--- src/rtl/u2cp_pkg.sv ---
// Package for the UTF-8 to code point decoder.
// Holds the channel payload structs, the status codes and the decode constants.
// No dependencies.
package u2cp_pkg;

  // Result status codes.
  typedef enum logic [2:0] {
    ST_OK           = 3'd0,
    ST_BAD_FE_FF    = 3'd1,
    ST_TOO_LONG     = 3'd2,
    ST_STRAY_CONT   = 3'd3,
    ST_OVERLONG     = 3'd4,
    ST_UNTERMINATED = 3'd5,
    ST_ABORTED      = 3'd6
  } status_t;

  // One input byte of the string.
  typedef struct packed {
    logic [7:0] data_byte;
    logic       string_end;
  } u2cp_in_t;

  // One decoded result.
  typedef struct packed {
    logic [20:0] code_point;
    status_t     status;
    logic        last_result;
  } u2cp_out_t;

  localparam int unsigned CpWidth = 21;

  // Smallest legal value for each sequence length (overlong check).
  localparam logic [CpWidth-1:0] FloorFourByte  = 21'h010000;
  localparam logic [CpWidth-1:0] FloorThreeByte = 21'h000800;
  localparam logic [CpWidth-1:0] FloorTwoByte   = 21'h000080;

  // Byte payload masks and the lowest FE/FF lead byte value.
  localparam logic [7:0] MaskAscii   = 8'h7F;
  localparam logic [7:0] MaskLead2   = 8'h1F;
  localparam logic [7:0] MaskLead3   = 8'h0F;
  localparam logic [7:0] MaskLead4   = 8'h07;
  localparam logic [7:0] MaskCont    = 8'h3F;
  localparam logic [7:0] ByteFe      = 8'hFE;

endpackage

--- src/rtl/utf8_to_codepoint_decoder_unit.sv ---
// Top level of the UTF-8 to code point decoder: input register, decode logic
// and result register in one module.
// Depends on u2cp_pkg for payload types, status codes and constants.
//
//   channel | direction | ports                        | payload
//   --------+-----------+------------------------------+-------------
//   in      | input     | in_valid, in_ready, in_data  | u2cp_in_t
//   out     | output    | out_valid, out_ready, out_data | u2cp_out_t
//   cfg     | input     | cfg_we, cfg_wdata            | strict_mode
//
// One byte is taken per clock while the result side does not stall; the byte that
// completes a result is held in the input register, and the result register is loaded as it leaves.
// Bytes that complete nothing advance through the input register without a result.
// A stalled result holds the result register, which holds the input register,
// which in turn drops in_ready; the stall reaches the input in the same cycle.
// Synchronous active-low reset clears the valid flags, decode state and strict_mode.
module utf8_to_codepoint_decoder_unit
  import u2cp_pkg::*;
(
  input  logic      clk,
  input  logic      rst_n,
  input  logic      in_valid,
  output logic      in_ready,
  input  u2cp_in_t  in_data,
  output logic      out_valid,
  input  logic      out_ready,
  output u2cp_out_t out_data,
  input  logic      cfg_we,
  input  logic      cfg_wdata
);

  logic             strict_mode_r;
  logic             in_valid_r;
  u2cp_in_t         in_data_r;
  logic             out_valid_r;
  u2cp_out_t        out_data_r;
  logic [CpWidth-1:0] partial_r, partial_nxt;
  logic [1:0]       rem_r, rem_nxt;
  logic [1:0]       seq_len_r, seq_len_nxt;
  logic             error_seen_r, error_seen_nxt;
  logic             advance;
  logic             emit;
  u2cp_out_t        result;
  logic [CpWidth-1:0] shifted;
  logic [CpWidth-1:0] floor_value;
  logic [7:0]       b;
  logic             str_end;

  // The held byte moves on when the result register is free or being drained.
  assign advance  = in_valid_r && (!out_valid_r || out_ready);
  assign in_ready = !in_valid_r || advance;

  assign out_valid = out_valid_r;
  assign out_data  = out_data_r;

  // Configuration register.
  always_ff @(posedge clk) begin
    if (!rst_n) begin
      strict_mode_r <= 1'b0;
    end else if (cfg_we) begin
      strict_mode_r <= cfg_wdata;
    end
  end

  // Input register.
  always_ff @(posedge clk) begin
    if (!rst_n) begin
      in_valid_r <= 1'b0;
    end else if (in_ready) begin
      in_valid_r <= in_valid;
    end
  end

  always_ff @(posedge clk) begin
    if (in_valid && in_ready) begin
      in_data_r <= in_data;
    end
  end

  assign b       = in_data_r.data_byte;
  assign str_end = in_data_r.string_end;
  assign shifted = {partial_r[CpWidth-7:0], b[5:0]};

  // Smallest value a sequence of the open length may legally encode.
  always_comb begin
    case (seq_len_r)
      2'd3:    floor_value = FloorFourByte;
      2'd2:    floor_value = FloorThreeByte;
      default: floor_value = FloorTwoByte;
    endcase
  end

  // Decode of one byte against the sequence state.
  always_comb begin
    partial_nxt    = partial_r;
    rem_nxt        = rem_r;
    seq_len_nxt    = seq_len_r;
    error_seen_nxt = error_seen_r;
    emit           = 1'b0;
    result.code_point  = '0;
    result.status      = ST_OK;
    result.last_result = str_end;

    if (error_seen_r) begin
      // Drop bytes until the string ends, then mark the abort.
      if (str_end) begin
        emit           = 1'b1;
        result.status  = ST_ABORTED;
        error_seen_nxt = 1'b0;
        partial_nxt    = '0;
        rem_nxt        = '0;
        seq_len_nxt    = '0;
      end
    end else if (rem_r != 2'd0) begin
      // Continuation byte: gather six more payload bits.
      if (rem_r == 2'd1) begin
        emit        = 1'b1;
        partial_nxt = '0;
        rem_nxt     = '0;
        seq_len_nxt = '0;
        if (strict_mode_r && (shifted < floor_value)) begin
          result.status  = ST_OVERLONG;
          error_seen_nxt = !str_end;
        end else begin
          result.code_point = shifted;
        end
      end else if (str_end) begin
        emit          = 1'b1;
        result.status = ST_UNTERMINATED;
        partial_nxt   = '0;
        rem_nxt       = '0;
        seq_len_nxt   = '0;
      end else begin
        partial_nxt = shifted;
        rem_nxt     = rem_r - 2'd1;
      end
    end else begin
      // Lead position.
      if (strict_mode_r && (b >= ByteFe)) begin
        emit           = 1'b1;
        result.status  = ST_BAD_FE_FF;
        error_seen_nxt = !str_end;
      end else if (!b[7]) begin
        emit              = 1'b1;
        result.code_point = CpWidth'(b & MaskAscii);
      end else if (!b[6]) begin
        emit           = 1'b1;
        result.status  = ST_STRAY_CONT;
        error_seen_nxt = !str_end;
      end else if (b[7:3] == 5'b11111) begin
        emit           = 1'b1;
        result.status  = ST_TOO_LONG;
        error_seen_nxt = !str_end;
      end else if (str_end) begin
        emit          = 1'b1;
        result.status = ST_UNTERMINATED;
      end else if (b[7:4] == 4'b1111) begin
        partial_nxt = CpWidth'(b & MaskLead4);
        rem_nxt     = 2'd3;
        seq_len_nxt = 2'd3;
      end else if (b[7:5] == 3'b111) begin
        partial_nxt = CpWidth'(b & MaskLead3);
        rem_nxt     = 2'd2;
        seq_len_nxt = 2'd2;
      end else begin
        partial_nxt = CpWidth'(b & MaskLead2);
        rem_nxt     = 2'd1;
        seq_len_nxt = 2'd1;
      end
    end
  end

  // Sequence state, updated as each byte leaves the input register.
  always_ff @(posedge clk) begin
    if (!rst_n) begin
      partial_r    <= '0;
      rem_r        <= '0;
      seq_len_r    <= '0;
      error_seen_r <= 1'b0;
    end else if (advance) begin
      partial_r    <= partial_nxt;
      rem_r        <= rem_nxt;
      seq_len_r    <= seq_len_nxt;
      error_seen_r <= error_seen_nxt;
    end
  end

  // Result register.
  always_ff @(posedge clk) begin
    if (!rst_n) begin
      out_valid_r <= 1'b0;
    end else if (!out_valid_r || out_ready) begin
      out_valid_r <= advance && emit;
    end
  end

  always_ff @(posedge clk) begin
    if (advance && emit) begin
      out_data_r <= result;
    end
  end

  // An error state never coexists with an open sequence.
  assert property (@(posedge clk) disable iff (!rst_n)
    !(error_seen_r && (rem_r != 2'd0)))
    else $error("error flag set while a sequence is open");

  // Bytes still expected never exceed the length of the open sequence.
  assert property (@(posedge clk) disable iff (!rst_n)
    rem_r <= seq_len_r)
    else $error("remaining count exceeds sequence length");

  // A failed result carries no code point.
  assert property (@(posedge clk) disable iff (!rst_n)
    (out_valid_r && (out_data_r.status != ST_OK)) |-> (out_data_r.code_point == '0))
    else $error("error result with nonzero code point");

  // An abort marker always closes the string.
  assert property (@(posedge clk) disable iff (!rst_n)
    (out_valid_r && (out_data_r.status == ST_ABORTED)) |-> out_data_r.last_result)
    else $error("abort marker without last_result");

  // The final byte of a string leaves the decoder in its start state.
  assert property (@(posedge clk) disable iff (!rst_n)
    (advance && in_data_r.string_end) |=> ((rem_r == 2'd0) && !error_seen_r))
    else $error("state not cleared at string end");

endmodule

--- config.mk ---
export PLATFORM = sky130hd
export DESIGN_NAME = utf8_to_codepoint_decoder_unit
export DESIGN_NICKNAME = d
export VERILOG_FILES = /design/src/rtl/u2cp_pkg.sv /design/src/rtl/utf8_to_codepoint_decoder_unit.sv
export SDC_FILE = /design/constraint.sdc
export NUM_CORES = 1
export LEC_CHECK = 0
export BUFFER_PORTS_ARGS = -buffer_cell sky130_fd_sc_hd__buf_2
export CORE_UTILIZATION = 59
export CTS_CLUSTER_DIAMETER = 80
export CTS_CLUSTER_SIZE = 10
export DETAILED_ROUTE_END_ITERATION = 8
export GPL_ROUTABILITY_DRIVEN = 1
export PLACE_DENSITY = 0.85
export SYNTH_ARGS = -nofsm -noshare
export SYNTH_HDL_FRONTEND = slang
export SYNTH_SLANG_ARGS = --single-unit
--- constraint.sdc ---
create_clock -name clk -period 5.7 [get_ports clk]
set_input_delay 1.14 -clock clk [delete_from_list [all_inputs] [get_ports clk]]
set_output_delay 1.14 -clock clk [all_outputs]
set_load 0.1 [all_outputs]
Word level (Yosys, flattened, before mapping)
Index checks and enable logic that the tools add are counted.
{"block": "classes", "n_mux": 60, "reduce_logical": 15, "addsub": 1, "order_cmp": 2, "eq_ne": 10}
{"operator": "two-way mux 15 bit", "count": 10}
{"operator": "two-way mux 21 bit", "count": 2}
{"operator": "one-hot mux 17 bit (2 select lines)", "count": 1}
{"operator": "two-way mux 2 bit", "count": 16}
{"operator": "two-way mux 3 bit", "count": 9}
{"operator": "two-way mux 24 bit", "count": 1}
{"operator": "less-than comparator 21 x 17 -> 1 bit", "count": 1}
{"operator": "two-way mux 1 bit", "count": 17}
{"operator": "two-way mux 7 bit", "count": 2}
{"operator": "two-way mux 5 bit", "count": 2}
{"operator": ">= comparator 8 bit (second input constant)", "count": 1}
{"operator": "AND reduction 7 bit", "count": 1}
{"operator": "!= test 3 bit (second input constant)", "count": 2}
{"operator": "AND reduction 6 bit", "count": 1}
{"operator": "nonzero test 3 bit", "count": 2}
{"operator": "== test 5 bit (second input constant)", "count": 1}
{"operator": "logical AND 1 bit", "count": 5}
{"operator": "== test 2 bit (second input constant)", "count": 2}
{"operator": "== test 4 bit (second input constant)", "count": 1}
{"operator": "== test 3 bit (second input constant)", "count": 1}
{"operator": "logical NOT 1 bit", "count": 3}
{"operator": "!= test 3 x 1 -> 1 bit (second input constant)", "count": 1}
{"operator": "== test 2 x 1 -> 1 bit (second input constant)", "count": 1}
{"operator": "logical OR 1 bit", "count": 2}
{"operator": "other kinds (3)", "count": 3}
{"block": "word_totals", "out_inout_bits": 27, "wordCells": 100, "register_bits": 57, "input_bits": 15}

Longest topological paths before layout
Gate-level depths: netlist of the first run.
{"block": "logic_depth", "depth_word": 10, "depth_mapped": 8, "depth_no_buf": 7}

Worst setup path after synthesis of the first run
Ideal clock, no wire load.
{"block": "synth_path", "kind": "input port to output port", "startpoint": "input port out_ready", "endpoint": "output port in_ready", "n_path_buf": 0, "arrival_ns": 1.916, "slack_ns": 2.644, "cell_stages": 2, "required_ns": 4.560, "cell_sequence": "nor2b_1 -> nand2_1"}
{"block": "synth_via", "elab_chain_cells": 3}
{"item": "start, declared", "line": "utf8_to_codepoint_decoder_unit.sv:26", "text": "input logic out_ready,"}
{"item": "logical OR 1 bit", "line": "utf8_to_codepoint_decoder_unit.sv:50", "text": "assign advance = in_valid_r && (!out_valid_r || out_ready);"}
{"item": "logical AND 1 bit", "line": "utf8_to_codepoint_decoder_unit.sv:50"}
{"item": "logical OR 1 bit", "line": "utf8_to_codepoint_decoder_unit.sv:51", "text": "assign in_ready = !in_valid_r || advance;"}
{"item": "end, declared", "line": "utf8_to_codepoint_decoder_unit.sv:23", "text": "output logic in_ready,"}
No other way between the ends.

Worst setup path in the final report of the first run
Ends and elaborated chain as after synthesis.

==> impl_metrics.json, run 1 <==
{
  "hold_class": "register to register",
  "syn_nets": 226,
  "yosys-top-cells-count": "edfxtp_1, dfxtp_1, nand2_1",
  "tightest_slew_ns": 1.17,
  "slew_headroom": 0.217,
  "gr-usage-all-layers": 0.275,
  "synth_top_cell_by_area": "edfxtp_1",
  "drc": 0,
  "num_antenna_cells": 0,
  "p_total_mw": 0.951,
  "async_reset_ff_frac": 0,
  "cts_setup_buffers": 0,
  "yosysWarnings": 0,
  "finalHoldViolCount": 0,
  "p_leak_nw": 1.14,
  "num_rows": 22,
  "drive_gt1_frac": 0.256,
  "nets": 269,
  "setup-tns-final_ns": 0,
  "yosys-top-cells-area": "edfxtp_1, dfxtp_1, and2_1",
  "post-route-period-util": 0.535,
  "synth_edf_count": 34,
  "clock_latency_ns": 0.34,
  "dieWidth_um": 66.1,
  "placedCellCount": 286,
  "viasPerCell": 5.84,
  "synth_area_per_cell_um2": 11.8,
  "synth_top_area_frac": 0.421,
  "rsz0062_at_grt": "no",
  "numCtsBuffers": 9,
  "endpoint_kind": "output pin",
  "synth_area_um2": 2420,
  "crit_chain": "buf_2, nor2b_1, nand2_1, buf_2",
  "dp_hpwl_um": 3360,
  "core_area_um2": 3800,
  "place_congestion": 0.890,
  "vias": 1763,
  "required_ns": 4.56,
  "grt_overflow": 0,
  "path_common_cell": "buf_2",
  "ant_nets": 0,
  "critPathArrivalTime_ns": 1.91,
  "wl_per_cell_um": 17.0,
  "cts_root_buf": "clkbuf_8",
  "grt_pass1_wl_um": 8330,
  "max_freq_mhz": 328,
  "yosys_most_used_dff": "edfxtp_1",
  "globalRouteMet2Util": 0.409,
  "antenna_found_initial": 0,
  "ir_drop_v": 0.000207,
  "ys_seq_elements": 57,
  "fin_crit_ns": 3.05,
  "clkTransAtPathRegs_ns": 0.06,
  "power.density_nw_per_um2": 335,
  "status": "complete, no violations",
  "h-tree-depth": 3,
  "wl_um": 5130,
  "cts.hold.buffers_added": 0,
  "pin_count": 42,
  "grt_pass1_vias": 1719,
  "fp.dieH_um": 66.1,
  "clock_path_buffers": 2,
  "max-cap-violations": 0,
  "yosysMostFrequentCell": "edfxtp_1",
  "top_usage_layer": "met2",
  "ys_types": 42,
  "cpPeakStageDelay_ns": 0.31,
  "final_cells": 302,
  "use_met1": 0.349,
  "port_buffers": 41,
  "synthCells": 206,
  "cts_sinks": 57,
  "path_class": "input pin to output pin",
  "cts-resized-gates": 0,
  "critPathLaunchType": "input pin",
  "seq_area_frac_synth": 0.612,
  "skew_ns": 0.00675,
  "slew_viol_final": 0,
  "drtPass1Iterations": 4,
  "area_growth_pct": 17.3,
  "use_met3": 0.0621,
  "fin_util": 0.748,
  "grt_start_max_net_pins": 27,
  "setup_viol": 0,
  "worstPathMaxFanout": 4,
  "dieArea_um2": 4370,
  "critPathSlowestCell": "buf_2",
  "first_iter_violations": 160,
  "cts_tree": "built",
  "initial_core_util": 0.638
}
==> cell usage in the layout, fill, tap and decap left out, drive strengths merged, types with 4 or more instances in the layout <==
cell type / netlist / layout
o2bb2ai: 4 / 4
nand2: 17 / 17
and2: 16 / 16
clkbuf: 6 / 12
a31o: 6 / 6
nand3: 8 / 8
buf: 3 / 41
nor2: 12 / 12
ha: 5 / 5
o21a: 4 / 4
edfxtp: 34 / 34
a22o: 4 / 4
nor2b: 11 / 11
and3: 10 / 10
o21ai: 10 / 10
dfxtp: 23 / 23
==> worst max-delay path, delay by kind of cell <==
| kind | cells | cell delay, ns |
|---|---|---|
| buffers and inverters | 2 | 0.40 |
| AND/OR/NAND/NOR | 2 | 0.37 |
==> per-stage QoR <==
stage | worst slack, ns | hold slack (ns) | area [µm²]
floorplan | 2.64 | 0.432 | 2420
global placement | 2.74 | 0.454 | 2640
detailed placement | 2.65 | 0.458 | 2640
CTS | 2.65 | 0.474 | 2840
global route | 2.57 | 0.501 | 2840
finish | 2.65 | 0.480 | 2840
==> path summary, 6_finish.rpt <==
| check | from | to | slack [ns] | depth (start not counted) |
|---|---|---|---|---|
| setup / recovery | out_ready | in_ready | 2.65 | 4 |
| hold / removal | rem_r[1] | rem_r[1] | 0.48 | 1 |
| setup reg to reg | rem_r[0] | out_data[24] | 3.14 | 6 |
| hold reg to reg | rem_r[1] | rem_r[1] | 0.48 | 1 |
==> layer usage <==
metal  vias to the layer above  part of all wire
li1                        848                 -
met1                       808              0.41
met5                         -                 0
met4                         0             0.041
met3                        20             0.067
met2                        87              0.48
==> layout make-up <==
| class | instances | area (µm²) |
|---|---|---|
| fill | 270 | 957 |
| sequential | 57 | 1480 |
| tap | 48 | 60.1 |
| clock buffer | 12 | 155 |
| inverter | 3 | 11.3 |
| timing repair buffer | 41 | 205 |
| multi-input combinational | 137 | 886 |
| clock inverter | 4 | 42.5 |
==> sequential cells by signal (all words and copies together), names as in the netlist <==
name and flops:
error_seen_r 1, out_valid 1, b 8, in_valid_r 1, rem_r 2, seq_len_r 2, out_data 25, strict_mode_r 1
partial_r 15, str_end 1
==> power by group <==
part	internal, mW	switching [mW]	leakage (nW)
combinational	0.0217	0.0930	0.525
clock	0.222	0.151	0.101
sequential	0.453	0.0107	0.512
==> kinds of logic after synthesis <==
| logic type | synth area share |
|---|---|
| buffers and inverters | 0.0227 |
| AND/OR/NAND/NOR | 0.203 |
| flip-flops | 0.612 |
| adder cells (fa/ha/maj) | 0.0258 |
| AO/OA/AOI/OAI | 0.133 |
| multiplexers | 0.00413 |
(Power assumes the default switching activity.)
==> run 2, diff against run 1 <==
--- a/config.mk
+++ b/config.mk
@@ -6,12 +6,12 @@
 export NUM_CORES = 1
 export LEC_CHECK = 0
 export BUFFER_PORTS_ARGS = -buffer_cell sky130_fd_sc_hd__buf_2
-export CORE_UTILIZATION = 59
+export CORE_UTILIZATION = 55
 export CTS_CLUSTER_DIAMETER = 80
 export CTS_CLUSTER_SIZE = 10
 export DETAILED_ROUTE_END_ITERATION = 8
 export GPL_ROUTABILITY_DRIVEN = 1
-export PLACE_DENSITY = 0.85
+export PLACE_DENSITY = 0.81
 export SYNTH_ARGS = -nofsm -noshare
 export SYNTH_HDL_FRONTEND = slang
 export SYNTH_SLANG_ARGS = --single-unit
==> constraint.sdc (replaced) <==
create_clock -name clk -period 3.2 [get_ports clk]
set_input_delay 0.64 -clock clk [delete_from_list [all_inputs] [get_ports clk]]
set_output_delay 0.64 -clock clk [all_outputs]
set_load 0.1 [all_outputs]
==> run 2 against run 1 <==
Effect of this change:
- combinational power increased by 77%
- utilization decreased by 6.4 points
- final cell count increased by 1.3%
- setup slack got worse by 1.7 ns
- via count increased by 1.7%
- register-to-register slack got worse by 2.2 ns
==> impl_metrics.json, run 2 (synthesis results as in run 1) <==
{
  "status": "complete, no violations",
  "largest_reg_flops": 25,
  "p_comb_frac": 0.130,
  "slew_viol_final": 0,
  "grt_pass1_vias": 1594,
  "cts-resized-gates": 0,
  "cts_tree": "built",
  "nets": 271,
  "power.density_nw_per_um2": 556,
  "clock_path_buffers": 2,
  "ir_drop_v": 0.000312,
  "post-route-period-util": 0.702,
  "h-tree-depth": 3,
  "vias": 1793,
  "viasPerCell": 5.86,
  "wl_um": 4720,
  "max-cap-violations": 0,
  "setup_viol": 0,
  "numCtsBuffers": 9,
  "drc": 0,
  "critPathArrivalTime_ns": 2.26,
  "p_leak_nw": 1.13,
  "endpoint_kind": "register",
  "core_area_um2": 4120,
  "grt_overflow": 0,
  "fin_util": 0.684,
  "rr_startpoint": "rem_r[0]",
  "p_total_mw": 1.57,
  "dieArea_um2": 4670,
  "dp_hpwl_um": 3280,
  "drtPass1Iterations": 6,
  "worstPathMaxFanout": 19,
  "clkTransAtPathRegs_ns": 0.06,
  "max_freq_mhz": 445,
  "dieWidth_um": 68.4,
  "cts_root_buf": "clkbuf_8",
  "num_antenna_cells": 0,
  "clock_latency_ns": 0.33,
  "final_cells": 306,
  "setup.worst_path.start": "rem_r[0]",
  "fp.dieH_um": 68.4,
  "wl_per_cell_um": 15.4,
  "p_switching_mw": 0.444,
  "antenna_found_initial": 0,
  "placedCellCount": 290,
  "initial_core_util": 0.589,
  "cts_sinks": 57,
  "port_buffers": 41,
  "cts_setup_buffers": 0,
  "critPathLaunchType": "register",
  "hold_class": "input pin to register",
  "layout_common_cells": "buf_2, edfxtp_1, dfxtp_1",
  "switching_share": 0.284,
  "required_ns": 3.21,
  "pin_count": 42,
  "skew_ns": 0.00561,
  "rsz0062_at_grt": "no",
  "clkPwrFrac": 0.344,
  "first_iter_violations": 193,
  "final_common_cell": "buf_2",
  "gr-usage-all-layers": 0.230,
  "ant_nets": 0,
  "drive_gt1_frac": 0.262,
  "grt_start_max_net_pins": 24,
  "slew_headroom": 0.574,
  "tightest_slew_ns": 0.636,
  "path_class": "register to register",
  "num_rows": 23,
  "grt_pass1_wl_um": 7570,
  "fin_crit_ns": 2.25,
  "setup-tns-final_ns": 0,
  "fillers": 297,
  "min_from": "in_data[1]",
  "p_seq_frac": 0.526,
  "p_int_mw": 1.12,
  "area_growth_pct": 16.3,
  "finalHoldViolCount": 0,
  "place_congestion": 0.982,
  "cts.hold.buffers_added": 0
}
run 2: area by class of cell:
cell class                      count  area, µm²  share of cell area
Clock inverter                      4       20.0             0.00711
Tap cell                           50       62.6              0.0222
Clock buffer                       12        135              0.0480
Sequential cell                    57       1480               0.526
Inverter                            3       11.3             0.00400
Timing Repair Buffer               43        220              0.0782
Multi-Input combinational cell    137        886               0.315
run 2: final timing paths:
| check | end | slack (ns) | cells after the start |
|---|---|---|---|
| worst max register to register | out_data[1] | 0.95 | 7 |
| worst min register to register | rem_r[1] | 0.49 | 1 |
| worst max-delay path | out_data[1] | 0.95 | 7 |
| worst min-delay path | b[0] | 0.48 | 1 |
run 2: worst max-delay path, stage by stage, from the launching register on:
cell,delay [ns]
dfxtp_1,0.42
inv_1,0.08
ha_1,0.34
nand3_1,0.16
nor2_1,0.08
nor3_1,0.14
o21a_1,0.36
buf_4,0.34
run 2: power groups by stage:
stage	Sequential, mW	Combinational, mW	Clock, mW
after floorplan	0.944	0.0580	0
after global placement	0.838	0.202	0
after detailed placement	0.839	0.204	0
after CTS	0.824	0.204	0.544
after global routing	0.827	0.216	0.572
final	0.824	0.204	0.538
run 2: per-stage QoR:
step	hold WS, ns	cell area (µm²)	setup slack (ns)
floorplan	0.432	2420	0.571
global placement	0.446	2660	1.03
detailed placement	0.466	2660	0.978
CTS	0.475	2820	0.977
global route	0.475	2820	0.735
finish	0.484	2820	0.953
run 2: layer usage:
layer / track usage / part of all wire / up-vias
li1: - / - / 857
met1: 0.312 / 0.46 / 841
met5: 0 / 0 / -
met4: 0.120 / 0.012 / 0
met3: 0.0517 / 0.066 / 7
met2: 0.343 / 0.46 / 88
